===== src/hw/rtl/nwp_pkg.sv =====
package nwp_pkg;

    localparam int MAX_LEN   = 64;
    localparam int ALPHABET  = 26;
    localparam int LET_W     = 5;
    localparam int ADDR_W    = (MAX_LEN > 1) ? $clog2(MAX_LEN) : 1;
    localparam int LEN_W     = $clog2(MAX_LEN + 1);
    localparam int CNT_W     = LEN_W;
    localparam int CIDX_W    = $clog2(ALPHABET);
    localparam int MEM_DEPTH = 2 * (2 ** ADDR_W);
    localparam int QDEPTH    = 2;
    localparam int QPTR_W    = 1;
    localparam int QCNT_W    = 2;

    typedef struct packed {
        logic [LEN_W-1:0] len;
        logic             ovf;
    } t_desc;

    typedef struct packed {
        logic              en;
        logic [ADDR_W:0]   addr;
    } t_rd_req;

    typedef enum logic [2:0] {
        ST_IDLE,
        ST_SCAN,
        ST_PIVOT,
        ST_SEL,
        ST_CPRD,
        ST_CPOUT,
        ST_SELOUT,
        ST_CNT
    } t_state;

endpackage


===== src/hw/rtl/nwp_front.sv =====
module nwp_front (
    input  logic                          i_clk,
    input  logic                          i_rst_n,
    input  logic                          i_valid,
    output logic                          o_ready,
    input  logic [nwp_pkg::LET_W-1:0]     i_letter,
    input  logic                          i_word_end,
    input  logic                          i_q_full,
    output logic                          o_push,
    output nwp_pkg::t_desc                o_desc,
    input  nwp_pkg::t_rd_req              i_rd,
    output logic [nwp_pkg::LET_W-1:0]     o_rd_data
);

    logic [nwp_pkg::LET_W-1:0]  mem [nwp_pkg::MEM_DEPTH];
    logic [nwp_pkg::LEN_W-1:0]  r_len;
    logic                       r_ovf;
    logic                       r_wbank;
    logic [nwp_pkg::LET_W-1:0]  r_rd_data;
    logic                       accept;
    logic                       wr;
    logic [nwp_pkg::LET_W-1:0]  let_sat;
    logic [nwp_pkg::ADDR_W:0]   waddr;

    assign o_ready   = !i_q_full;
    assign accept    = i_valid && o_ready;
    assign wr        = accept && (r_len < nwp_pkg::LEN_W'(nwp_pkg::MAX_LEN));
    assign let_sat   = ({1'b0, i_letter} >= (nwp_pkg::LET_W + 1)'(nwp_pkg::ALPHABET)) ?
                       nwp_pkg::LET_W'(nwp_pkg::ALPHABET - 1) : i_letter;
    assign waddr     = {r_wbank, r_len[nwp_pkg::ADDR_W-1:0]};
    assign o_push    = accept && i_word_end;
    assign o_desc.len = wr ? nwp_pkg::LEN_W'(r_len + 1'b1) : r_len;
    assign o_desc.ovf = r_ovf || !wr;
    assign o_rd_data = r_rd_data;

    always_ff @(posedge i_clk) begin
        if (!i_rst_n) begin
            r_len   <= '0;
            r_ovf   <= 1'b0;
            r_wbank <= 1'b0;
        end else if (o_push) begin
            r_len   <= '0;
            r_ovf   <= 1'b0;
            r_wbank <= !r_wbank;
        end else if (accept) begin
            if (wr) begin
                r_len <= nwp_pkg::LEN_W'(r_len + 1'b1);
            end else begin
                r_ovf <= 1'b1;
            end
        end
    end

    always_ff @(posedge i_clk) begin
        if (wr) begin
            mem[waddr] <= let_sat;
        end
        if (i_rd.en) begin
            r_rd_data <= mem[i_rd.addr];
        end
    end

endmodule


===== src/hw/rtl/nwp_queue.sv =====
module nwp_queue (
    input  logic               i_clk,
    input  logic               i_rst_n,
    input  logic               i_push,
    input  nwp_pkg::t_desc     i_desc,
    input  logic               i_pop,
    output logic               o_valid,
    output logic               o_full,
    output nwp_pkg::t_desc     o_desc
);

    nwp_pkg::t_desc               r_ent [nwp_pkg::QDEPTH];
    logic [nwp_pkg::QPTR_W-1:0]   r_wp;
    logic [nwp_pkg::QPTR_W-1:0]   r_rp;
    logic [nwp_pkg::QCNT_W-1:0]   r_cnt;
    logic                         do_push;
    logic                         do_pop;

    assign o_valid = (r_cnt != '0);
    assign o_full  = (r_cnt == nwp_pkg::QCNT_W'(nwp_pkg::QDEPTH));
    assign o_desc  = r_ent[r_rp];
    assign do_push = i_push && !o_full;
    assign do_pop  = i_pop && o_valid;

    always_ff @(posedge i_clk) begin
        if (!i_rst_n) begin
            r_wp  <= '0;
            r_rp  <= '0;
            r_cnt <= '0;
        end else begin
            if (do_push) begin
                r_wp <= nwp_pkg::QPTR_W'(r_wp + 1'b1);
            end
            if (do_pop) begin
                r_rp <= nwp_pkg::QPTR_W'(r_rp + 1'b1);
            end
            if (do_push && !do_pop) begin
                r_cnt <= nwp_pkg::QCNT_W'(r_cnt + 1'b1);
            end else if (do_pop && !do_push) begin
                r_cnt <= nwp_pkg::QCNT_W'(r_cnt - 1'b1);
            end
        end
    end

    always_ff @(posedge i_clk) begin
        if (do_push) begin
            r_ent[r_wp] <= i_desc;
        end
    end

endmodule


===== src/hw/rtl/nwp_back.sv =====
module nwp_back (
    input  logic                          i_clk,
    input  logic                          i_rst_n,
    input  logic                          i_q_valid,
    input  nwp_pkg::t_desc                i_q_desc,
    output logic                          o_q_pop,
    output nwp_pkg::t_rd_req              o_rd,
    input  logic [nwp_pkg::LET_W-1:0]     i_rd_data,
    output logic                          o_valid,
    input  logic                          i_ready,
    output logic [nwp_pkg::LET_W-1:0]     o_letter,
    output logic                          o_end,
    output logic                          o_unch,
    output logic                          o_ovf
);

    nwp_pkg::t_state                 r_state;
    nwp_pkg::t_state                 n_state;
    logic                            r_bank;
    logic [nwp_pkg::LEN_W-1:0]       r_n;
    logic                            r_ovf;
    logic [nwp_pkg::ADDR_W-1:0]      r_k;
    logic                            r_have_prev;
    logic [nwp_pkg::LET_W-1:0]       r_prev;
    logic [nwp_pkg::ADDR_W-1:0]      r_piv;
    logic [nwp_pkg::LET_W-1:0]       r_pv;
    logic [nwp_pkg::CIDX_W-1:0]      r_j;
    logic [nwp_pkg::CIDX_W-1:0]      r_sel;
    logic [nwp_pkg::LEN_W-1:0]       r_pos;
    logic [nwp_pkg::LEN_W-1:0]       r_lim;
    logic                            r_unch;
    logic [nwp_pkg::CNT_W-1:0]       r_cnt [nwp_pkg::ALPHABET];
    logic [nwp_pkg::ALPHABET-1:0]    r_cvld;
    logic                            r_ovld;
    logic [nwp_pkg::LET_W-1:0]       r_oletter;
    logic                            r_oend;
    logic                            r_ounch;
    logic                            r_oovf;

    logic                            out_free;
    logic                            d_lt;
    logic                            k_zero;
    logic                            pos_last;
    logic                            cp_last;
    logic                            cnt_nz;
    logic [nwp_pkg::CNT_W-1:0]       cnt_rd;
    logic [nwp_pkg::CIDX_W-1:0]      cnt_addr;
    logic                            cnt_inc;
    logic                            cnt_dec;
    logic                            cnt_clr;
    logic                            emit;
    logic [nwp_pkg::LET_W-1:0]       e_letter;
    logic                            e_end;
    logic [nwp_pkg::ADDR_W-1:0]      first_idx;

    assign out_free  = !r_ovld || i_ready;
    assign d_lt      = (i_rd_data < r_prev);
    assign k_zero    = (r_k == '0);
    assign pos_last  = (r_pos == nwp_pkg::LEN_W'(r_n - 1'b1));
    assign cp_last   = (nwp_pkg::LEN_W'(r_pos + 1'b1) == r_lim);
    assign cnt_rd    = r_cvld[cnt_addr] ? r_cnt[cnt_addr] : '0;
    assign cnt_nz    = (cnt_rd != '0);
    assign first_idx = nwp_pkg::ADDR_W'(i_q_desc.len - 1'b1);

    always_comb begin
        n_state = r_state;
        unique case (r_state)
            nwp_pkg::ST_IDLE: begin
                if (i_q_valid) begin
                    n_state = nwp_pkg::ST_SCAN;
                end
            end
            nwp_pkg::ST_SCAN: begin
                if (r_have_prev && d_lt) begin
                    n_state = nwp_pkg::ST_PIVOT;
                end else if (k_zero) begin
                    n_state = nwp_pkg::ST_CPRD;
                end
            end
            nwp_pkg::ST_PIVOT: begin
                n_state = nwp_pkg::ST_SEL;
            end
            nwp_pkg::ST_SEL: begin
                if (cnt_nz) begin
                    n_state = (r_piv == '0) ? nwp_pkg::ST_SELOUT : nwp_pkg::ST_CPRD;
                end
            end
            nwp_pkg::ST_CPRD: begin
                n_state = nwp_pkg::ST_CPOUT;
            end
            nwp_pkg::ST_CPOUT: begin
                if (out_free) begin
                    if (cp_last) begin
                        n_state = r_unch ? nwp_pkg::ST_IDLE : nwp_pkg::ST_SELOUT;
                    end else begin
                        n_state = nwp_pkg::ST_CPRD;
                    end
                end
            end
            nwp_pkg::ST_SELOUT: begin
                if (out_free) begin
                    n_state = nwp_pkg::ST_CNT;
                end
            end
            nwp_pkg::ST_CNT: begin
                if (cnt_nz && out_free && pos_last) begin
                    n_state = nwp_pkg::ST_IDLE;
                end
            end
            default: begin
                n_state = nwp_pkg::ST_IDLE;
            end
        endcase
    end

    always_comb begin
        o_rd     = '0;
        cnt_addr = r_j;
        cnt_inc  = 1'b0;
        cnt_dec  = 1'b0;
        cnt_clr  = 1'b0;
        emit     = 1'b0;
        e_letter = nwp_pkg::LET_W'(r_sel);
        e_end    = 1'b0;
        o_q_pop  = 1'b0;
        unique case (r_state)
            nwp_pkg::ST_IDLE: begin
                if (i_q_valid) begin
                    o_rd.en   = 1'b1;
                    o_rd.addr = {r_bank, first_idx};
                    cnt_clr   = 1'b1;
                end
            end
            nwp_pkg::ST_SCAN: begin
                o_rd.en   = 1'b1;
                o_rd.addr = {r_bank, nwp_pkg::ADDR_W'(r_k - 1'b1)};
                if (r_have_prev) begin
                    cnt_addr = r_prev[nwp_pkg::CIDX_W-1:0];
                    cnt_inc  = 1'b1;
                end
            end
            nwp_pkg::ST_PIVOT: begin
                cnt_addr = r_pv[nwp_pkg::CIDX_W-1:0];
                cnt_inc  = 1'b1;
            end
            nwp_pkg::ST_SEL: begin
                cnt_dec = cnt_nz;
            end
            nwp_pkg::ST_CPRD: begin
                o_rd.en   = 1'b1;
                o_rd.addr = {r_bank, r_pos[nwp_pkg::ADDR_W-1:0]};
            end
            nwp_pkg::ST_CPOUT: begin
                if (out_free) begin
                    emit     = 1'b1;
                    e_letter = i_rd_data;
                    e_end    = r_unch && pos_last;
                    o_q_pop  = cp_last && r_unch;
                end
            end
            nwp_pkg::ST_SELOUT: begin
                if (out_free) begin
                    emit  = 1'b1;
                    e_end = pos_last;
                end
            end
            nwp_pkg::ST_CNT: begin
                if (cnt_nz && out_free) begin
                    emit     = 1'b1;
                    e_letter = nwp_pkg::LET_W'(r_j);
                    e_end    = pos_last;
                    cnt_dec  = 1'b1;
                    o_q_pop  = pos_last;
                end
            end
            default: begin
                o_rd = '0;
            end
        endcase
    end

    always_ff @(posedge i_clk) begin
        if (!i_rst_n) begin
            r_state <= nwp_pkg::ST_IDLE;
            r_bank  <= 1'b0;
            r_ovld  <= 1'b0;
        end else begin
            r_state <= n_state;
            if (o_q_pop) begin
                r_bank <= !r_bank;
            end
            if (emit) begin
                r_ovld <= 1'b1;
            end else if (i_ready) begin
                r_ovld <= 1'b0;
            end
        end
    end

    always_ff @(posedge i_clk) begin
        if (emit) begin
            r_oletter <= e_letter;
            r_oend    <= e_end;
            r_ounch   <= r_unch;
            r_oovf    <= r_ovf;
        end
    end

    always_ff @(posedge i_clk) begin
        if (!i_rst_n) begin
            r_cvld <= '0;
        end else if (cnt_clr) begin
            r_cvld <= '0;
        end else if (cnt_inc || cnt_dec) begin
            r_cvld[cnt_addr] <= 1'b1;
        end
    end

    always_ff @(posedge i_clk) begin
        if (cnt_inc) begin
            r_cnt[cnt_addr] <= nwp_pkg::CNT_W'(cnt_rd + 1'b1);
        end else if (cnt_dec) begin
            r_cnt[cnt_addr] <= nwp_pkg::CNT_W'(cnt_rd - 1'b1);
        end
    end

    always_ff @(posedge i_clk) begin
        case (r_state)
            nwp_pkg::ST_IDLE: begin
                if (i_q_valid) begin
                    r_n         <= i_q_desc.len;
                    r_ovf       <= i_q_desc.ovf;
                    r_k         <= first_idx;
                    r_have_prev <= 1'b0;
                    r_pos       <= '0;
                end
            end
            nwp_pkg::ST_SCAN: begin
                if (r_have_prev && d_lt) begin
                    r_piv <= r_k;
                    r_pv  <= i_rd_data;
                end else if (k_zero) begin
                    r_unch <= 1'b1;
                    r_lim  <= r_n;
                    r_pos  <= '0;
                end else begin
                    r_prev      <= i_rd_data;
                    r_k         <= nwp_pkg::ADDR_W'(r_k - 1'b1);
                    r_have_prev <= 1'b1;
                end
            end
            nwp_pkg::ST_PIVOT: begin
                r_j <= nwp_pkg::CIDX_W'(r_pv + 1'b1);
            end
            nwp_pkg::ST_SEL: begin
                if (cnt_nz) begin
                    r_sel  <= r_j;
                    r_unch <= 1'b0;
                    r_lim  <= nwp_pkg::LEN_W'(r_piv);
                    r_pos  <= '0;
                end else begin
                    r_j <= nwp_pkg::CIDX_W'(r_j + 1'b1);
                end
            end
            nwp_pkg::ST_CPOUT: begin
                if (out_free) begin
                    r_pos <= nwp_pkg::LEN_W'(r_pos + 1'b1);
                end
            end
            nwp_pkg::ST_SELOUT: begin
                if (out_free) begin
                    r_pos <= nwp_pkg::LEN_W'(r_pos + 1'b1);
                    r_j   <= '0;
                end
            end
            nwp_pkg::ST_CNT: begin
                if (!cnt_nz) begin
                    r_j <= nwp_pkg::CIDX_W'(r_j + 1'b1);
                end else if (out_free) begin
                    r_pos <= nwp_pkg::LEN_W'(r_pos + 1'b1);
                end
            end
            default: begin
                r_pos <= r_pos;
            end
        endcase
    end

    assign o_valid  = r_ovld;
    assign o_letter = r_oletter;
    assign o_end    = r_oend;
    assign o_unch   = r_ounch;
    assign o_ovf    = r_oovf;

endmodule


===== src/hw/rtl/next_word_permutation.sv =====
// Letters load at one per cycle while the word queue has room, into one of two word banks;
// a word-end transaction queues the word for the back end, which works while the next loads.
// Back end per word, pivot p: start, scan from the end down to p, pivot, select search over
// codes above the pivot letter, read and output per prefix letter, then the selected letter
// and the rest in ascending code order; no descent: start, scan, read and emit each letter.
// Reset (i_rst_n low, synchronous) clears control state; the word store is not cleared.
module next_word_permutation (
    input  logic                          i_clk,
    input  logic                          i_rst_n,
    input  logic                          i_valid,
    output logic                          o_ready,
    input  logic [nwp_pkg::LET_W-1:0]     i_letter,
    input  logic                          i_word_end,
    output logic                          o_valid,
    input  logic                          i_ready,
    output logic [nwp_pkg::LET_W-1:0]     o_out_letter,
    output logic                          o_out_end,
    output logic                          o_unchanged,
    output logic                          o_overflow
);

    logic                          q_push;
    logic                          q_pop;
    logic                          q_valid;
    logic                          q_full;
    nwp_pkg::t_desc                push_desc;
    nwp_pkg::t_desc                head_desc;
    nwp_pkg::t_rd_req              rd;
    logic [nwp_pkg::LET_W-1:0]     rd_data;

    nwp_front u_front (
        .i_clk      (i_clk),
        .i_rst_n    (i_rst_n),
        .i_valid    (i_valid),
        .o_ready    (o_ready),
        .i_letter   (i_letter),
        .i_word_end (i_word_end),
        .i_q_full   (q_full),
        .o_push     (q_push),
        .o_desc     (push_desc),
        .i_rd       (rd),
        .o_rd_data  (rd_data)
    );

    nwp_queue u_queue (
        .i_clk   (i_clk),
        .i_rst_n (i_rst_n),
        .i_push  (q_push),
        .i_desc  (push_desc),
        .i_pop   (q_pop),
        .o_valid (q_valid),
        .o_full  (q_full),
        .o_desc  (head_desc)
    );

    nwp_back u_back (
        .i_clk     (i_clk),
        .i_rst_n   (i_rst_n),
        .i_q_valid (q_valid),
        .i_q_desc  (head_desc),
        .o_q_pop   (q_pop),
        .o_rd      (rd),
        .i_rd_data (rd_data),
        .o_valid   (o_valid),
        .i_ready   (i_ready),
        .o_letter  (o_out_letter),
        .o_end     (o_out_end),
        .o_unch    (o_unchanged),
        .o_ovf     (o_overflow)
    );

`ifndef SYNTH
    a_pop_needs_word: assert property (@(posedge i_clk) disable iff (!i_rst_n)
        q_pop |-> q_valid)
        else $error("word queue popped while empty");

    a_push_has_room: assert property (@(posedge i_clk) disable iff (!i_rst_n)
        q_push |-> !q_full)
        else $error("word queue pushed while full");

    a_pop_shows_end: assert property (@(posedge i_clk) disable iff (!i_rst_n)
        q_pop |=> (o_valid && o_out_end))
        else $error("word retired without a marked final letter");
`endif

endmodule


===== config.mk =====
export PLATFORM = sky130hd
export DESIGN_NAME = next_word_permutation
export DESIGN_NICKNAME = d
export VERILOG_FILES = /design/src/hw/rtl/nwp_pkg.sv /design/src/hw/rtl/nwp_front.sv /design/src/hw/rtl/nwp_queue.sv /design/src/hw/rtl/nwp_back.sv /design/src/hw/rtl/next_word_permutation.sv
export SDC_FILE = /design/constraint.sdc
export NUM_CORES = 1
export LEC_CHECK = 0
export BUFFER_PORTS_ARGS = -buffer_cell sky130_fd_sc_hd__buf_2
export CAP_MARGIN = 30
export CORE_ASPECT_RATIO = 0.75
export CORE_MARGIN = 8
export CORE_UTILIZATION = 40
export DETAILED_ROUTE_END_ITERATION = 8
export PLACE_DENSITY = 0.53
export SLEW_MARGIN = 20
export SYNTH_ARGS = -nofsm -noshare
export SYNTH_HDL_FRONTEND = slang
export SYNTH_SLANG_ARGS = --single-unit

===== constraint.sdc =====
create_clock -name i_clk -period 11.25 [get_ports i_clk]
set_clock_uncertainty 0.15 [all_clocks]
set_input_delay 0.5625 -clock i_clk [delete_from_list [all_inputs] [get_ports i_clk]]
set_output_delay 0.5625 -clock i_clk [all_outputs]
set_load 0.03 [all_outputs]

==> Yosys cells after proc, flatten, opt, wreduce, memory -nomap -nowiden <==
Memory sizes are Yosys's and may differ from the RTL's. A register that Yosys moved wholly into a read port is not among the register bits.
Cells that the tools add are included.
{ "totals": {"elab_cells": 203, "ram_bits": 838, "n_memories": 3, "ff_bits": 108, "rom_bits": 0, "latch_bits": 0, "in_bits": 10} }
{ "classes": {"bitwise": 6, "n_div": 0, "n_addsub": 13, "eq_ne": 21, "shift": 0, "n_lt_le_gt_ge": 5, "mul": 0, "muxes": 81, "n_reduce_logical": 48} }
{ "mem_list": {"columns": ["memory", "depth", "word_bits", "rd", "rd_clocked_by_memory_dff", "wr", "line", "source"], "rows": [
  ["u_front.mem", 128, 5, 1, 1, 1, "nwp_front.sv:15", "logic [nwp_pkg::LET_W-1:0] mem [nwp_pkg::MEM_DEPTH];"],
  ["u_back.r_cnt", 26, 7, 1, 0, 1, "nwp_back.sv:32", "logic [nwp_pkg::CNT_W-1:0] r_cnt [nwp_pkg::ALPHABET];"],
  ["u_queue.r_ent", 2, 8, 1, 1, 1, "nwp_queue.sv:12", "nwp_pkg::t_desc r_ent [nwp_pkg::QDEPTH];"]
]} }
{ "op_table": {"columns": ["cell", "n"], "rows": [
  ["7-bit 2-to-1 mux", 12],
  ["7-bit case mux with 5 select lines", 1],
  ["1-bit 2-to-1 mux", 30],
  ["5-bit 2-to-1 mux", 6],
  ["3-bit 2-to-1 mux", 9],
  ["26-bit bitwise OR", 1],
  ["3-bit case mux with 8 select lines", 1],
  ["8-bit case mux with 3 select lines", 1],
  ["7-bit by 1-bit adder with 7-bit output, second input constant", 3],
  ["5-bit case mux with 2 select lines", 2],
  ["6-bit 2-to-1 mux", 3],
  ["5-bit case mux with 3 select lines", 1],
  ["7-bit == test", 2],
  ["7-bit case mux with 2 select lines", 1],
  ["7-bit by 1-bit subtractor with 7-bit output, second input constant", 2],
  ["1-bit logical AND", 13],
  ["3-bit == test, second input constant", 4],
  ["6-bit zero test", 2],
  ["2-bit by 1-bit != test with 1-bit output, second input constant", 6],
  ["1-bit case mux with 2 select lines", 6],
  ["6-bit case mux with 2 select lines", 1],
  ["6-bit AND reduction", 2],
  ["6-bit by 1-bit subtractor with 6-bit output, second input constant", 2],
  ["5-bit by 1-bit adder with 5-bit output, second input constant", 2],
  ["other kinds (31)", 61]
]} }

==> Logic depth before layout (Yosys ltp) <==
Gate-level depths: netlist (run 1).
{ "logic_depth": {"depth_word": 13, "depth_mapped": 22} }

==> Cells and area by module <==
Synthesis (run 1) repeated with hierarchy kept, for this count alone.
{ "unflattened": {"hier_cells": 2232, "area_unflattened_um2": 39461.6} }
{ "modules_own_cells": {"columns": ["mod", "cells_each", "area_per_inst_um2", "instances"], "rows": [
  ["nwp_front", 1128, 25476.9, 1],
  ["nwp_back", 1053, 13178.9, 1],
  ["nwp_queue", 51, 805.8, 1]
]} }

==> Worst setup path after synthesis (run 1) <==
Ideal clock, no wire load.
{ "synth_path": {"path_type": "register -> register", "startpoint": "reg u_back.r_have_prev", "endpoint": "mem u_back.r_cnt[0][6] (netlist bit) (data pin)", "n_path_buf": 3, "path_stages_with_launch": 21, "path_slack_ps": 5839, "t_arrival_ps": 4907, "synth_period_minus_slack_ps": 5411, "path_cell_list": "edfxtp_1 -> nand2b_1 -> buf_2 -> a32o_1 -> or3_1 -> buf_2 -> buf_4 -> mux2i_1 -> a22oi_1 -> o211ai_1 -> or4_1 -> nand3_1 -> o21bai_2 -> nor2_1 -> ha_1 -> a21o_1 -> a21oi_1 -> o21bai_1 -> a21oi_1 -> xor2_1 -> xnor2_1"} }
{ "synth_via": {"elab_chain_cells": 13, "elab_cells_between_ends": 18} }
{ "synth_lines": {"columns": ["element", "line", "source"], "rows": [
  ["start: declaration", "nwp_back.sv:23", "logic r_have_prev;"],
  ["start signal: assignment", "nwp_back.sv:234", "r_have_prev <= 1'b0;"],
  ["start signal: assignment", "nwp_back.sv:249", "r_have_prev <= 1'b1;"],
  ["5-bit 2-to-1 mux", "nwp_back.sv:137", "if (r_have_prev) begin"],
  ["5-bit case mux with 2 select lines", "nwp_back.sv:126", "unique case (r_state)"],
  ["1-bit binary-select mux with 5-bit select", "nwp_back.sv:61", "assign cnt_rd = r_cvld[cnt_addr] ? r_cnt[cnt_addr] : '0;"],
  ["1-bit 2-to-1 mux (implied by the code)", "nwp_back.sv:61", null],
  ["7-bit 2-to-1 mux", "nwp_back.sv:61", null],
  ["7-bit nonzero test", "nwp_back.sv:62", "assign cnt_nz = (cnt_rd != '0);"],
  ["1-bit logical AND", "nwp_back.sv:168", "if (cnt_nz && out_free) begin"],
  ["1-bit 2-to-1 mux", "nwp_back.sv:168", null],
  ["1-bit case mux with 2 select lines", "nwp_back.sv:126", null],
  ["1-bit 2-to-1 mux", "nwp_back.sv:222", "end else if (cnt_dec) begin"],
  ["1-bit 2-to-1 mux", "nwp_back.sv:220", "if (cnt_inc) begin"],
  ["1-bit 2-to-1 mux (implied by the code)", "nwp_back.sv:223", "r_cnt[cnt_addr] <= nwp_pkg::CNT_W'(cnt_rd - 1'b1);"],
  ["7-bit 2-to-1 mux (no line) *", null, null],
  ["end: declaration", "nwp_back.sv:32", null]
]} }
Every way passes the cells marked *; elsewhere a longest branch is shown, timed or not. The select of a mux whose other input is x is not followed.

==> Worst setup path after layout (run 1) <==
{ "layout_path": {"startpoint": "reg u_back.r_state[1]", "endpoint": "mem u_back.r_cnt[11][5] (netlist bit) (data pin)"} }
{ "layout_via": {"elab_chain_cells": 13, "elab_cells_between_ends": 20} }
{ "layout_lines": {"columns": ["element", "line", "source"], "rows": [
  ["start: declaration", "nwp_back.sv:17", "nwp_pkg::t_state r_state;"],
  ["start signal: assignment", "nwp_back.sv:184", "r_state <= nwp_pkg::ST_IDLE;"],
  ["start signal: assignment", "nwp_back.sv:188", "r_state <= n_state;"],
  ["3-bit by 2-bit == test with 1-bit output / 3-bit by 1-bit == test with 1-bit output (equally long branches)", "nwp_back.sv:126", null],
  ["5-bit case mux with 2 select lines", "nwp_back.sv:126", null],
  ["1-bit binary-select mux with 5-bit select", "nwp_back.sv:61", null],
  ["1-bit 2-to-1 mux (implied by the code)", "nwp_back.sv:61", null],
  ["7-bit 2-to-1 mux", "nwp_back.sv:61", null],
  ["7-bit nonzero test", "nwp_back.sv:62", null],
  ["1-bit logical AND", "nwp_back.sv:168", null],
  ["1-bit 2-to-1 mux", "nwp_back.sv:168", null],
  ["1-bit case mux with 2 select lines", "nwp_back.sv:126", null],
  ["1-bit 2-to-1 mux", "nwp_back.sv:222", null],
  ["1-bit 2-to-1 mux", "nwp_back.sv:220", null],
  ["1-bit 2-to-1 mux (implied by the code)", "nwp_back.sv:223", null],
  ["7-bit 2-to-1 mux (no line) *", null, null]
]} }
Marks and branches as above.

==> run_results.csv, run 1 <==
group,metric,value,unit
power,power.density,278.8,nW/µm²
logic_synthesis,asyncSetResetFlopFracSynth,0,%
global_route,grt_overflow,0,
sta,period_minus_slack,7.219,ns
floorplan,die_width,382.5,µm
hold_path,hold_depth,2,
place,buffer_ports.inserted,19,
clock_network,cts_htree_levels,3,
routing,top_signal_layer_used,"met4",
floorplan,start_util,40.46,%
logic_synthesis,yosys-top-cells-area,"sky130_fd_sc_hd__edfxtp_1 68%, sky130_fd_sc_hd__nand2_1 7.6%, sky130_fd_sc_hd__nand3_1 3.7%",
worst_setup_path,worst-endpoint-arrival,7.48,ns
cells_and_area,seqCellArea,28140,µm²
run,cap_violations,0,
logic_synthesis,mappedNetlistArea,40300,µm²
power,pwr-share-seq,36.5,%
power,maximum_vdd_drop,239.8,µV
floorplan,io_pins,20,
sta,grt_setup_unrepaired,"false",
routing,wl_met2,47020,µm
sta,finalHoldViolations,0,
global_route,grt_antenna_before_repair,1,
sta,max_slew.worst_pin.slew,1.037,ns
clock_network,clock-root-buffer,"sky130_fd_sc_hd__clkbuf_16",
hold_path,worstHoldStart,"i_rst_n",
clock_network,cts_inserted_buffers,95,
worst_setup_path,crit_path_end_kind,"register",
sta,fin_setup_tns,0,ns
power,clock_power_share,25.9,%
hold_path,worstHoldEndpoint,"u_back.r_state[1]",
worst_setup_path,crit_type,"reg -> reg",
cells_and_area,nFillCells,9017,
clock_network,cts.repair_timing.setup_buffer_count,0,
logic_synthesis,top_flip_flop_cell_by_instance_count_after_synthesis,"sky130_fd_sc_hd__edfxtp_1",
routing,vias_per_cell,5.708,
routing,post_dr_wirelength_cell,23.63,µm
routing,route.layer.met1.wl,52240,µm
logic_synthesis,synth_top_cell_area_share,67.59,%
power,p_switching,4.900,mW
place,hpwl,66660,µm
worst_setup_path,worstSetupStartpointType,"register",
worst_setup_path,worst-path-max-fanout,40,
routing,detail_route.first_pass.iterations,6,
cells_and_area,layout.cells.most_common,"sky130_fd_sc_hd__edfxtp_1",
clock_network,cts.sinks,952,
clock_network,cts-resized-gates,0,
sta,setup_violations,0,
global_route,first_global_vias,25315,
clock_network,clockBufferDepth,3,
floorplan,dieArea,111300,µm²
floorplan,die_height,290.9,µm
power,p_sw_share,38.83,%
global_route,global_route_wire_length_before_repair,164300,µm
place,gp_routability_congestion,0.8848,
sta,timing.final.max_slew_violations,0,
cells_and_area,layout-drive-gt1-share,9.138,%
worst_setup_path,endpoint_of_the_worst_register_to_register_path,"u_back.r_cnt[11][5]",
clock_network,clkTransAtPathRegs,0.06,ns
routing,drt_drc_violations_left,0,
power,fin_total_pwr,12.62,mW
routing,num_vias,26503,
cells_and_area,final_cell_mix,"907 x sky130_fd_sc_hd__edfxtp_1, 813 x sky130_fd_sc_hd__nand2_1, 297 x sky130_fd_sc_hd__nand3_1",
worst_setup_path,critical_path_required,11.51,ns
hold_path,hold_path_class,"in -> reg",
power,combPwrFrac,37.5,%
sta,slew_headroom,30.76,%
global_route,maximum_number_of_pins_on_one_net_before_global_route_repair,195,
logic_synthesis,synthCells,3263,
floorplan,core-area,99600,µm²
logic_synthesis,syn_area_per_cell,12.35,µm²
clock_network,cts_tree,"done",
logic_synthesis,synth_seq_area_share,69.83,%
routing,ant_nets,0,
routing,detail_route.wirelength,109700,µm
logic_synthesis,synth-seq-cells,952,
sta,timing.fmax,138.5,MHz
global_route,global_route.usage.total,19.03,%
logic_synthesis,synth_nets,3291,
worst_setup_path,critical_path.reg2reg.startpoint,"u_back.r_state[1]",
cells_and_area,net_count_of_the_finished_layout,3264,
run_status,run_status,"completed",
routing,starting_drc_count_in_detailed_routing,2922,
clock_network,ctsHoldBuffers,0,
cells_and_area,area_growth_syn_to_layout,12.33,%
cells_and_area,multiInputGateArea,11400,µm²
worst_setup_path,ff2ff_path_depth,18,
logic_synthesis,synth_enable_flop_cells,907,
sta,min_period_over_period,64.17,%
clock_network,worst_skew_pair.late_latency,0.71,ns
logic_synthesis,synth_cell_type_count,82,
power,intPower,7.720,mW
floorplan,num_rows,100,
logic_synthesis,synth_top_cell_by_area,"sky130_fd_sc_hd__edfxtp_1",
logic_synthesis,synth_warnings,0,
worst_setup_path,r2r_slack,4.03,ns
power,power_leakage,15.19,nW
routing,wl_met3,8471,µm
[through the flow]
step | hold WS, ns | setup slack [ns] | utilization (%) | instance area (µm²) | instances
after floorplan | 0.2503 | 5.839 | - | 40300 | 3263
after global placement | 0.2861 | 3.624 | 42.01 | 41840 | 4452
after detailed placement | 0.2868 | 3.828 | 42.11 | 41940 | 4457
after CTS | 0.03631 | 3.847 | 45.34 | 45160 | 4634
after global routing | 0.07495 | 3.617 | 45.44 | 45260 | 4642
final | 0.08921 | 4.031 | 45.45 | 45260 | 4643
[cells in the mapped netlist, drive strengths merged, types with 4 or more instances]
| master | number |
|---|---|
| mux2i | 60 |
| nor2 | 197 |
| nor3 | 50 |
| xnor2 | 26 |
| o22ai | 10 |
| o221ai | 4 |
| and3 | 66 |
| edfxtp | 907 |
| nor3b | 4 |
| a21oi | 67 |
| nor4 | 8 |
| or3 | 12 |
| nand3 | 301 |
| and2 | 9 |
| a311oi | 122 |
| a211oi | 22 |
| or4 | 4 |
| xor2 | 25 |
| dfxtp | 45 |
| nand2b | 12 |
| a32o | 7 |
| a221oi | 6 |
| a21o | 15 |
| nand2 | 817 |
| clkbuf | 135 |
| inv | 22 |
| nand4 | 14 |
| o31ai | 30 |
| a32oi | 9 |
| o211ai | 10 |
| o21ai | 32 |
| buf | 80 |
| a31oi | 22 |
| nor2b | 19 |
| ha | 17 |
| mux2 | 21 |
[registers in the layout, indices dropped and copies added, names as in the netlist, 5 cells and up, named ones only]
register / flops
u_back.r_cnt: 182
u_back.r_pos: 7
u_front.r_len: 7
u_front.mem: 640
u_front.o_rd_data: 5
u_back.r_cvld: 26
u_back.r_pv: 5
u_back.r_sel: 5
u_back.r_piv: 6
u_queue.r_ent: 16
u_back.r_k: 6
u_back.r_n: 7
u_back.r_prev: 5
u_back.r_j: 5
u_back.o_letter: 5
u_back.r_lim: 7
[worst max path at each step]
stage	start	endpoint
2_1_floorplan	u_back.r_have_prev	u_back.r_cnt[0][6]
3_3_place_gp	u_back.r_state[2]	u_back.r_cnt[10][6]
3_5_place_dp	u_back.r_state[2]	u_back.r_cnt[20][5]
4_1_cts	u_back.r_state[2]	u_back.r_cnt[19][5]
5_1_grt	u_back.r_state[1]	u_back.r_cnt[19][5]
6_report	u_back.r_state[1]	u_back.r_cnt[11][5]
[worst max-delay path, cell delays in order, from the launching register on]
cell and delay, ns:
sky130_fd_sc_hd__dfxtp_1 0.31, sky130_fd_sc_hd__buf_4 0.36, sky130_fd_sc_hd__nand2b_1 0.37, sky130_fd_sc_hd__nor4_1 0.15, sky130_fd_sc_hd__a2111o_1 0.36, sky130_fd_sc_hd__buf_4 0.23, sky130_fd_sc_hd__nor3_1 0.76, sky130_fd_sc_hd__nand3_1 0.17
sky130_fd_sc_hd__a31oi_1 0.34, sky130_fd_sc_hd__or4_1 0.20, sky130_fd_sc_hd__nand4_1 0.13, sky130_fd_sc_hd__o21bai_2 0.78, sky130_fd_sc_hd__nor2_1 0.40, sky130_fd_sc_hd__ha_1 0.51, sky130_fd_sc_hd__nand2_1 0.08, sky130_fd_sc_hd__o31ai_1 0.63
sky130_fd_sc_hd__a21o_1 0.21, sky130_fd_sc_hd__a21oi_1 0.13, sky130_fd_sc_hd__xnor2_4 0.60
[cell families after synthesis]
group / Yosys count / synth area share (%)
flops: 952 / 69.83
buf+inv: 238 / 2.571
xor+xnor: 51 / 1.108
fa+ha+maj: 18 / 0.5775
mux: 81 / 2.077
simple gates: 1525 / 16.41
compound gates: 398 / 7.427
[power by group through the flow]
stage                     sequential [mW]  clock [mW]  combinational, mW
final                                4.61        3.27               4.74
after global routing                 4.62        3.47               5.13
after CTS                            4.63        3.34               4.67
after detailed placement             4.70           0               4.66
after global placement               4.71           0               4.49
after floorplan                      4.63           0               3.07
[layout make-up]
type,instances,share of cell area (%)
Antenna cell,1,0.005529
Clock buffer,109,5.415
Clock inverter,68,1.706
Inverter,23,0.1907
Multi-Input combinational cell,2073,25.19
Sequential cell,952,62.16
Tap cell,1326,3.665
Timing Repair Buffer,91,1.664
[metal layers]
metal / vias to the layer above / GRT usage (%)
li1: 12045 / -
met1: 13270 / 29.28
met2: 1041 / 27.75
met3: 147 / 3.714
met4: 0 / 4.151
met5: - / 0
Power figures use the tool's default switching activity.
==> run 2, diff against run 1 <==
==> constraint.sdc (replaced) <==
create_clock -name i_clk -period 7.3 [get_ports i_clk]
set_clock_uncertainty 0.15 [all_clocks]
set_input_delay 0.365 -clock i_clk [delete_from_list [all_inputs] [get_ports i_clk]]
set_output_delay 0.365 -clock i_clk [all_outputs]
set_load 0.03 [all_outputs]
==> run 2 against run 1 <==
- wire length up 4.2%
- via count up 1.8%
- first-iteration DRC count up 2.0%
- combinational power up 59%
- die area unchanged
- register-to-register slack worse by 2.8 ns
- hold slack worse by 0.014 ns
- non-clock buffer count up 24
- critical path depth up 1
- worst setup slack worse by 2.8 ns
- critical endpoint is now u_back.r_cnt[1][6]
==> run_results.csv, run 2 (same netlist as run 1, synthesis figures left out) <==
group,metric,value,unit
clock_network,cts.repair_timing.setup_buffer_count,0,
floorplan,num_rows,100,
floorplan,dieArea,111300,µm²
global_route,grt_antenna_before_repair,3,
global_route,first_global_vias,25720,
routing,wl_met2,47610,µm
power,power_leakage,15.32,nW
routing,vias_per_cell,5.784,
worst_setup_path,worstSetupStartpointType,"register",
cells_and_area,largest_reg_flops,640,
clock_network,cts-resized-gates,0,
global_route,global_route.usage.total,19.88,%
routing,route.layer.met1.wl,53520,µm
worst_setup_path,crit_type,"reg -> reg",
hold_path,hold_path_class,"in -> reg",
sta,min_period_over_period,83.80,%
power,power.density,434.4,nW/µm²
cells_and_area,layout-drive-gt1-share,9.712,%
sta,timing.fmax,163.5,MHz
global_route,maximum_number_of_pins_on_one_net_before_global_route_repair,114,
clock_network,worst_skew_pair.late_latency,0.71,ns
cells_and_area,finalNonFillerCells,4663,
cells_and_area,largest_registers,"u_front.mem: 640 flops, u_back.r_cnt: 182 flops, u_back.r_cvld: 26 flops",
sta,period_minus_slack,6.117,ns
power,maximum_vdd_drop,416.9,µV
clock_network,clock-root-buffer,"sky130_fd_sc_hd__clkbuf_16",
floorplan,core-area,99600,µm²
sta,final.setup.worst_slack,1.183,ns
clock_network,cts_inserted_buffers,94,
routing,top_signal_layer_used,"met4",
sta,fin_setup_tns,0,ns
floorplan,die_height,290.9,µm
clock_network,clkTransAtPathRegs,0.07,ns
routing,num_vias,26970,
cells_and_area,max_flop_register,"u_front.mem",
global_route,global_route_wire_length_before_repair,169100,µm
sta,timing.final.max_slew_violations,0,
routing,drt_drc_violations_left,0,
worst_setup_path,worst-endpoint-arrival,6.51,ns
place,dp_cells,4487,
sta,grt_setup_unrepaired,"false",
sta,slew_headroom,22.46,%
routing,wl_met3,11020,µm
cells_and_area,net_count_of_the_finished_layout,3287,
sta,finalHoldViolations,0,
routing,starting_drc_count_in_detailed_routing,2980,
floorplan,die_width,382.5,µm
worst_setup_path,worst-path-max-fanout,37,
clock_network,cts_tree,"done",
routing,detail_route.first_pass.iterations,8,
run_status,run_status,"completed",
worst_setup_path,critical_path_required,7.70,ns
run,cap_violations,0,
routing,post_dr_wirelength_cell,24.53,µm
floorplan,start_util,40.46,%
cells_and_area,layout.cells.most_common,"sky130_fd_sc_hd__edfxtp_1",
global_route,grt_overflow,0,
clock_network,cts_htree_levels,3,
sta,max_slew.worst_pin.slew,1.163,ns
sta,setup_violations,0,
power,fin_total_pwr,19.74,mW
clock_network,clockBufferDepth,3,
worst_setup_path,crit_path_end_kind,"register",
cells_and_area,postLayoutCoreUtil,45.64,%
place,buffer_ports.inserted,19,
place,hpwl,72850,µm
cells_and_area,area_growth_syn_to_layout,12.80,%
routing,ant_nets,0,
routing,detail_route.wirelength,114400,µm
place,gp_routability_congestion,0.9100,
clock_network,cts.sinks,952,
place,dp_worst_setup_slack,1.304,ns
cells_and_area,final_cell_mix,"907 x sky130_fd_sc_hd__edfxtp_1, 813 x sky130_fd_sc_hd__nand2_1, 297 x sky130_fd_sc_hd__nand3_1",
floorplan,io_pins,20,
run 2: cell types whose count changed in the layout (fill, tap and decap cells not counted), sizes merged:
cell | previous run | this run
bufinv | 13 | 15
clkbuf | 110 | 112
buf | 90 | 113
dlygate4sd3 | 0 | 1
clkinvlp | 6 | 3
inv | 27 | 30
clkinv | 45 | 37
run 2: timing repair:
item / 4_1_cts / 5_1_grt
hold buffers: 1 / 0
endpoints found under the hold margin: 7 / 0
setup endpoints to repair: 0 / 0
run 2: worst max-delay path, stage by stage (launching register included):
cell,delay [ns]
sky130_fd_sc_hd__dfxtp_1,0.77
sky130_fd_sc_hd__nor3b_2,0.17
sky130_fd_sc_hd__a32o_1,0.29
sky130_fd_sc_hd__or3_4,0.61
sky130_fd_sc_hd__buf_4,0.27
sky130_fd_sc_hd__mux2i_1,0.13
sky130_fd_sc_hd__a32oi_1,0.26
sky130_fd_sc_hd__o21ai_1,0.11
sky130_fd_sc_hd__or4_1,0.60
sky130_fd_sc_hd__nand4_1,0.15
sky130_fd_sc_hd__o21bai_2,0.10
sky130_fd_sc_hd__nor2_1,0.34
sky130_fd_sc_hd__ha_1,0.37
sky130_fd_sc_hd__a21o_1,0.19
sky130_fd_sc_hd__a21oi_1,0.27
sky130_fd_sc_hd__o21bai_1,0.10
sky130_fd_sc_hd__a21oi_1,0.18
sky130_fd_sc_hd__xor2_1,0.12
sky130_fd_sc_hd__xnor2_2,0.47
sky130_fd_sc_hd__buf_6,0.26
run 2: worst paths after layout:
check,from,to,slack (ns),cells past startpoint
hold reg to reg,u_back.r_ovf,u_back.o_ovf,0.28,0
setup reg to reg,u_back.r_state[2],u_back.r_cnt[1][6],1.18,19
setup / recovery,u_back.r_state[2],u_back.r_cnt[1][6],1.18,19
hold / removal,i_ready,u_back.o_valid,0.08,5
run 2: final cells by class:
cell class	instances	area [µm²]
antenna	1	2.502
clock buffer	111	2469
clock inverter	62	748.2
fill	8996	54140
inverter	23	86.33
multi-input combinational	2073	11390
sequential	952	28140
tap	1326	1659
timing repair buffer	115	963.4
run 2: metrics by stage:
stage               area, µm²  hold slack [ns]
detailed placement      42220           0.2655
global placement        42080           0.2714
CTS                     45440          0.02658
global route            45450          0.08210
finish                  45450          0.07517
floorplan               40300           0.2503
run 2: report_power, final:
group / switching (mW) / internal, mW
Sequential: 0.228 / 6.90
Combinational: 5.30 / 2.22
Clock: 2.13 / 2.96
Total: 7.66 / 12.1
run 2: layer usage:
metal  track usage [%]  up-vias
li1                  -    12085
met1             30.58    13573
met2             27.64     1155
met3             5.481      157
met4             4.606        0
met5                 0        -
